File: config.mk
export PLATFORM = sky130hd
export DESIGN_NAME = aml_s5_sleep_type_scanner_unit
export DESIGN_NICKNAME = d
export VERILOG_FILES = /design/src/hw/rtl/aml_s5_pkg.sv /design/src/hw/rtl/aml_s5_scan.sv /design/src/hw/rtl/aml_s5_sleep_type_scanner_unit.sv
export SDC_FILE = /design/constraint.sdc
export NUM_CORES = 1
export LEC_CHECK = 0
export ABC_CLOCK_PERIOD_IN_PS = 4850
export BUFFER_PORTS_ARGS = -buffer_cell sky130_fd_sc_hd__buf_2
export CAP_MARGIN = 25
export CORE_UTILIZATION = 46
export CTS_CLUSTER_DIAMETER = 100
export CTS_CLUSTER_SIZE = 28
export DETAILED_ROUTE_END_ITERATION = 12
export PLACE_DENSITY = 0.67
export SLEW_MARGIN = 20
export SYNTH_ARGS = -nofsm -noshare
export SYNTH_HDL_FRONTEND = slang
export SYNTH_SLANG_ARGS = --single-unit
File: constraint.sdc
create_clock -name i_clk -period 4.85 [get_ports i_clk]
set_input_delay 0.485 -clock i_clk [delete_from_list [all_inputs] [get_ports i_clk]]
set_output_delay 0.485 -clock i_clk [all_outputs]
set_load 0.01 [all_outputs]
File: src/hw/rtl/aml_s5_pkg.sv
// shared types, byte codes and helpers for the s5 sleep-type scanner
package aml_s5_pkg;

    // aml byte codes looked for in the table
    localparam logic [7:0] NAME_OP     = 8'h08;
    localparam logic [7:0] PACKAGE_OP  = 8'h12;
    localparam logic [7:0] BYTE_CONST  = 8'h0A;
    localparam logic [7:0] WORD_CONST  = 8'h0B;
    localparam logic [7:0] CHAR_UNDER  = 8'h5F;
    localparam logic [7:0] CHAR_S      = 8'h53;
    localparam logic [7:0] CHAR_FIVE   = 8'h35;
    localparam logic [7:0] MIN_ELEMS   = 8'h02;

    // stream widths
    localparam int unsigned BYTE_W     = 8;
    localparam int unsigned OUT_DATA_W = 2 * BYTE_W;

    // scan phase
    typedef enum logic [3:0] {
        PH_SEARCH  = 4'd0,
        PH_UNDER1  = 4'd1,
        PH_S       = 4'd2,
        PH_FIVE    = 4'd3,
        PH_UNDER2  = 4'd4,
        PH_PKGOP   = 4'd5,
        PH_PKGLEAD = 4'd6,
        PH_PKGSKIP = 4'd7,
        PH_COUNT   = 4'd8,
        PH_ELEM    = 4'd9,
        PH_BYTEVAL = 4'd10,
        PH_WORDLO  = 4'd11,
        PH_WORDHI  = 4'd12,
        PH_DONE    = 4'd13
    } t_phase;

    // one result of the scan
    typedef struct packed {
        logic                found;
        logic [BYTE_W-1:0]   sleep_type_a;
        logic [BYTE_W-1:0]   sleep_type_b;
    } t_s5_result;

    // a broken match restarts, a name opcode counts as a new start
    function automatic t_phase restart_phase(input logic [BYTE_W-1:0] b);
        restart_phase = (b == NAME_OP) ? PH_UNDER1 : PH_SEARCH;
    endfunction

endpackage

File: src/hw/rtl/aml_s5_scan.sv
// byte-wise scan state machine that decodes the _S5_ package elements
module aml_s5_scan (
    input  logic                                 i_clk,
    input  logic                                 i_rst_n,
    input  logic                                 i_take,
    input  logic [aml_s5_pkg::BYTE_W-1:0]        i_byte,
    input  logic                                 i_last,
    output logic                                 o_res_valid,
    output aml_s5_pkg::t_s5_result               o_res
);

    aml_s5_pkg::t_phase                  r_phase, n_phase;
    logic [1:0]                          r_skip, n_skip;
    logic                                r_idx, n_idx;
    logic [aml_s5_pkg::BYTE_W-1:0]       r_first, n_first;
    logic                                r_reported, n_reported;

    logic                                elem_take;
    logic                                elem_ok;

    // element value decode for the current byte
    always_comb begin
        elem_take = 1'b0;
        unique case (r_phase)
            aml_s5_pkg::PH_ELEM: begin
                elem_take = (i_byte != aml_s5_pkg::BYTE_CONST) &&
                            (i_byte != aml_s5_pkg::WORD_CONST);
            end
            aml_s5_pkg::PH_BYTEVAL: begin
                elem_take = 1'b1;
            end
            aml_s5_pkg::PH_WORDLO: begin
                // second word value needs its high byte to still be in the table
                elem_take = r_idx && !i_last;
            end
            default: begin
                elem_take = 1'b0;
            end
        endcase
        elem_ok = elem_take && r_idx;
    end

    // next state
    always_comb begin
        n_phase    = r_phase;
        n_skip     = r_skip;
        n_idx      = r_idx;
        n_first    = r_first;
        n_reported = r_reported;

        unique case (r_phase)
            aml_s5_pkg::PH_SEARCH: begin
                n_phase = aml_s5_pkg::restart_phase(i_byte);
            end
            aml_s5_pkg::PH_UNDER1: begin
                n_phase = (i_byte == aml_s5_pkg::CHAR_UNDER) ? aml_s5_pkg::PH_S
                        : aml_s5_pkg::restart_phase(i_byte);
            end
            aml_s5_pkg::PH_S: begin
                n_phase = (i_byte == aml_s5_pkg::CHAR_S) ? aml_s5_pkg::PH_FIVE
                        : aml_s5_pkg::restart_phase(i_byte);
            end
            aml_s5_pkg::PH_FIVE: begin
                n_phase = (i_byte == aml_s5_pkg::CHAR_FIVE) ? aml_s5_pkg::PH_UNDER2
                        : aml_s5_pkg::restart_phase(i_byte);
            end
            aml_s5_pkg::PH_UNDER2: begin
                n_phase = (i_byte == aml_s5_pkg::CHAR_UNDER) ? aml_s5_pkg::PH_PKGOP
                        : aml_s5_pkg::restart_phase(i_byte);
            end
            aml_s5_pkg::PH_PKGOP: begin
                n_phase = (i_byte == aml_s5_pkg::PACKAGE_OP) ? aml_s5_pkg::PH_PKGLEAD
                        : aml_s5_pkg::restart_phase(i_byte);
            end
            aml_s5_pkg::PH_PKGLEAD: begin
                // top two bits give the count of extra length bytes
                n_skip  = i_byte[7:6];
                n_phase = (i_byte[7:6] == 2'd0) ? aml_s5_pkg::PH_COUNT
                        : aml_s5_pkg::PH_PKGSKIP;
            end
            aml_s5_pkg::PH_PKGSKIP: begin
                n_skip = r_skip - 2'd1;
                if (r_skip == 2'd1) begin
                    n_phase = aml_s5_pkg::PH_COUNT;
                end
            end
            aml_s5_pkg::PH_COUNT: begin
                if (i_byte < aml_s5_pkg::MIN_ELEMS) begin
                    n_phase = aml_s5_pkg::PH_SEARCH;
                end else begin
                    n_idx   = 1'b0;
                    n_phase = aml_s5_pkg::PH_ELEM;
                end
            end
            aml_s5_pkg::PH_ELEM: begin
                if (i_byte == aml_s5_pkg::BYTE_CONST) begin
                    n_phase = aml_s5_pkg::PH_BYTEVAL;
                end else if (i_byte == aml_s5_pkg::WORD_CONST) begin
                    n_phase = aml_s5_pkg::PH_WORDLO;
                end
            end
            aml_s5_pkg::PH_WORDLO: begin
                if (!r_idx) begin
                    n_first = i_byte;
                    n_idx   = 1'b1;
                    n_phase = aml_s5_pkg::PH_WORDHI;
                end else if (i_last) begin
                    n_phase = aml_s5_pkg::PH_SEARCH;
                end
            end
            aml_s5_pkg::PH_WORDHI: begin
                n_phase = aml_s5_pkg::PH_ELEM;
            end
            default: begin
                n_phase = r_phase;
            end
        endcase

        // first element value captured, go for the second
        if (elem_take && !r_idx) begin
            n_first = i_byte;
            n_idx   = 1'b1;
            n_phase = aml_s5_pkg::PH_ELEM;
        end

        // both values decoded, ignore the rest of the table
        if (elem_ok) begin
            n_reported = 1'b1;
            n_phase    = aml_s5_pkg::PH_DONE;
        end

        // end of table returns everything to the start
        if (i_last) begin
            n_phase    = aml_s5_pkg::PH_SEARCH;
            n_skip     = 2'd0;
            n_idx      = 1'b0;
            n_first    = '0;
            n_reported = 1'b0;
        end
    end

    // result for the current byte
    always_comb begin
        o_res_valid        = i_take && (elem_ok || (i_last && !r_reported));
        o_res.found        = elem_ok;
        o_res.sleep_type_a = elem_ok ? r_first : '0;
        o_res.sleep_type_b = elem_ok ? i_byte  : '0;
    end

    // state registers, updated once per transfer
    always_ff @(posedge i_clk) begin
        if (!i_rst_n) begin
            r_phase    <= aml_s5_pkg::PH_SEARCH;
            r_skip     <= 2'd0;
            r_idx      <= 1'b0;
            r_first    <= '0;
            r_reported <= 1'b0;
        end else if (i_take) begin
            r_phase    <= n_phase;
            r_skip     <= n_skip;
            r_idx      <= n_idx;
            r_first    <= n_first;
            r_reported <= n_reported;
        end
    end

endmodule

File: src/hw/rtl/aml_s5_sleep_type_scanner_unit.sv
// top level of the s5 sleep-type scanner: stream ports and result register
//
//  channel  | dir | tdata                      | tuser  | tlast
//  s_axis   | in  | [7:0] table_byte           | -      | last_byte
//  m_axis   | out | [7:0] sleep_type_a,        | found  | -
//           |     | [15:8] sleep_type_b        |        |
//
// one table byte is decided per cycle by the scan state machine; a byte can
// be taken every clock while the result register is empty or being drained.
// a result shows on the master side the cycle after the byte that caused it.
// the master side stalls the slave side only while a result waits untaken.
// synchronous active-low reset returns the scan to the search for a name opcode.
module aml_s5_sleep_type_scanner_unit (
    input  logic                                  i_clk,
    input  logic                                  i_rst_n,
    // slave side: [7:0] table_byte
    input  logic                                  i_s_axis_tvalid,
    output logic                                  o_s_axis_tready,
    input  logic [aml_s5_pkg::BYTE_W-1:0]         i_s_axis_tdata,
    input  logic                                  i_s_axis_tlast,
    // master side: [7:0] sleep_type_a, [15:8] sleep_type_b
    output logic                                  o_m_axis_tvalid,
    input  logic                                  i_m_axis_tready,
    output logic [aml_s5_pkg::OUT_DATA_W-1:0]     o_m_axis_tdata,
    // master side user: [0] found
    output logic                                  o_m_axis_tuser
);

    logic                         s_take;
    logic                         scan_valid;
    aml_s5_pkg::t_s5_result       scan_res;

    logic                         r_out_valid;
    aml_s5_pkg::t_s5_result       r_out;

    // accept while the result register is free or drains this cycle
    assign o_s_axis_tready = !r_out_valid || i_m_axis_tready;
    assign s_take          = i_s_axis_tvalid && o_s_axis_tready;

    aml_s5_scan u_scan (
        .i_clk       (i_clk),
        .i_rst_n     (i_rst_n),
        .i_take      (s_take),
        .i_byte      (i_s_axis_tdata),
        .i_last      (i_s_axis_tlast),
        .o_res_valid (scan_valid),
        .o_res       (scan_res)
    );

    // result register valid flag
    always_ff @(posedge i_clk) begin
        if (!i_rst_n) begin
            r_out_valid <= 1'b0;
        end else if (o_s_axis_tready) begin
            r_out_valid <= scan_valid;
        end
    end

    // result payload
    always_ff @(posedge i_clk) begin
        if (scan_valid && o_s_axis_tready) begin
            r_out <= scan_res;
        end
    end

    assign o_m_axis_tvalid = r_out_valid;
    assign o_m_axis_tdata  = {r_out.sleep_type_b, r_out.sleep_type_a};
    assign o_m_axis_tuser  = r_out.found;

endmodule

==> results.cfg <==
[grt]
met3_usage_pct = 5.28
top_usage_layer = met2
grt_pass1_wl_mm = 6.98
antenna_found_initial = 0
track_usage_pct = 22.3
grt_overflow = 0
grt_max_degree = 21
met2_usage_pct = 37.8
grt_pass1_vias = 1470
use_met1_pct = 26.8

[critical_path]
crit_path_start = u_scan.r_phase[0]
endpoint = o_m_axis_tdata[11]
worst_ep_required_time_ps = 4760
worstPathCellList = inv_1, nor2_1, a31oi_1, nor2b_1, buf_4, o21a_1
critical_path_class = register to register
critPathMaxFanout = 17
r2r-start = u_scan.r_phase[0]
max_stage_delay_ps = 620
worst-r2r-cell-count = 6
r2r_slack_ps = 1790
startpoint_type = register
r2r_end = o_m_axis_tdata[11]
slowest_stage = dfxtp_1
crit_arrival_ps = 2970
cp-end-kind = register

[final_layout]
drive_above_1_share_pct = 24.7
fill_cells = 342
finalNonFillerCells = 263
num_antenna_cells = 0
nets = 228
syn2layout_area_growth_pct = 14.7

[drt]
drc = 0
first_pass_iters = 4
wire_per_inst_um = 15.7
drtAntennaViolNets = 0
drtIter0Drc = 104
vias_per_cell = 5.87
finalWirelength_mm = 4.14
vias = 1543

[logic_synthesis]
synth_most_common_cell = and2_1
synth.largest_area_cell = edfxtp_1
synth_top_family_by_area = simple AND/OR/NAND/NOR gates
synth.area.top_cells = edfxtp_1 28%, dfxtp_1 19%, and2_1 6.6%
muxShareOfSynthArea_pct = 0.622
synth_xor_area_share_pct = 0
synth_area_per_cell_sq_um = 9.73
async_flop_share_pct = 0
ys_warn_count = 0
synth_compound_area_share_pct = 21.2
synthAdderAreaFrac_pct = 0.692
synth_cell_type_count = 50
synth_edf_count = 17
ys_seq_elements = 34
post-synth-top-area-fraction_pct = 28.2
synth_commonest_cells = 19 x and2_1, 17 x dfxtp_1, 17 x edfxtp_1, 17 x nor2_1, 11 x nand2_1
synth-simple-area-share_pct = 27.3
synth_nets = 200
synth_area_sq_um = 1810
synth_ff_type = edfxtp_1
netlist_instances = 186
yosysSeqAreaShare_pct = 47.0

[sta]
setup_tns_ps = 0
slew_viol_final = 0
setup_viol = 0
min_period_ps = 3060
hold_violations = 0
rsz0062_at_grt = false
setup_slack_ps = 1790
final.setup_skew_ps = 10.3
clock.fmax_mhz = 327
tightest_slew_ps = 670
period_share_pct = 63.1
holdWs_ps = 474
maxSlewHeadroom_pct = 55.3

[power]
ir_worst_vdd_mv = 0.117
p_leak_nw = 0.775
total_power_mw = 0.565
p_per_area_nw_per_um2 = 272

[clock_network]
cts_post_setup_buffers_inserted = 0
ctsResizeCount = 0
htreeDepth = 2
postCtsHoldBufs = 0
cts.sinks = 34
cts_tree = done
clock_latency_ps = 290
numCtsBuffers = 5
clk_path_buf_depth = 2
clk_pin_slew_ps = 70
cts-root-buf = clkbuf_8

[place]
dp_hpwl_mm = 3.12
dp_slack_ps = 1680
dp_cells = 254
port_buffers = 31
globalplace.congestion = 0.871

[floorplanning]
coreArea_sq_um = 3720
dieArea_sq_um = 4190
start_util_pct = 48.7
num_io_pins = 32
die_w_um = 64.7
rows = 22
chipHeight_um = 64.7

[worst_hold_path]
hp-class = register to register
worstHoldStart = u_scan.r_reported

[run]
drv_cap = 0

[run_status]
status = finished, final reports clean
[logic make-up (layout without fill, tap and decap cells)]
group	after synthesis	after routing
simple gates	86	86
mux	1	1
buf+inv	13	42
fa+ha+maj	1	1
flops	34	34
compound gates	51	51
[through the flow]
stage	util, %	instance area (sq um)
2_1_floorplan	-	1810
3_3_place_gp	53.1	1970
3_5_place_dp	53.1	1970
4_1_cts	55.7	2070
5_1_grt	55.9	2080
6_report	55.9	2080
[final cells by class]
class                   instances  area [sq um]  area share [%]
clock buffers                   6          82.6            3.98
clock inverters                 2          11.3           0.542
inverters                       2          7.51           0.362
multi-input cells             139           901            43.4
flip-flops and latches         34           851            41.0
well taps                      48          60.1            2.89
repair buffers                 32           163            7.84
[metal layers]
layer / wire [um] / vias up / share of wire, %
met5: 0 / - / 0
met4: 70 / 0 / 1.7
met3: 193 / 6 / 4.7
met2: 2120 / 45 / 51
met1: 1750 / 739 / 42
li1: - / 753 / -
[worst min path at each step]
stage,end,cells after the start
floorplan,u_scan.r_reported,2
global placement,u_scan.r_first[0],1
detailed placement,u_scan.r_reported,2
CTS,u_scan.r_reported,2
global route,o_m_axis_tvalid,3
finish,u_scan.r_reported,2
[layout by cell type, fill, tap and decap left out, drive strengths merged, types with 2 or more instances in the layout]
| master | instances |
|---|---|
| buf | 32 |
| o22ai | 2 |
| a32oi | 2 |
| o21ai | 9 |
| nor2b | 7 |
| inv | 3 |
| nand2 | 11 |
| o221ai | 2 |
| nand3 | 6 |
| o21bai | 3 |
| a21boi | 3 |
| or4b | 2 |
| a31oi | 5 |
| nor3 | 4 |
| nor4b | 2 |
| a21oi | 4 |
| nand4b | 2 |
| nor2 | 17 |
| and3 | 4 |
| a211oi | 2 |
| o211ai | 2 |
| a22o | 8 |
| clkbuf | 6 |
| or4 | 2 |
| dfxtp | 17 |
| edfxtp | 17 |
| a21o | 3 |
| and2 | 20 |
| nand2b | 3 |
[power by group]
part           internal (mW)  leakage (nW)  switching [mW]  total [mW]
clock network          0.114        0.0515          0.0990       0.213
logic                 0.0143         0.422          0.0286      0.0429
registers              0.306         0.301         0.00294       0.309
[critical path, delay by kind of cell, from the launching register on]
kind                   cells  cell delay [ps]
buffers and inverters      2              500
flip-flops                 1              620
AO/OA/AOI/OAI              2              750
AND/OR/NAND/NOR            2              810
[registers in the layout, summed over array words and instances (netlist names)]
name / flops
o_m_axis_tdata: 16
o_m_axis_tuser: 1
o_m_axis_tvalid: 1
u_scan.r_first: 8
u_scan.r_idx: 1
u_scan.r_phase: 4
u_scan.r_reported: 1
u_scan.r_skip: 2
(Power assumes the default switching activity.)
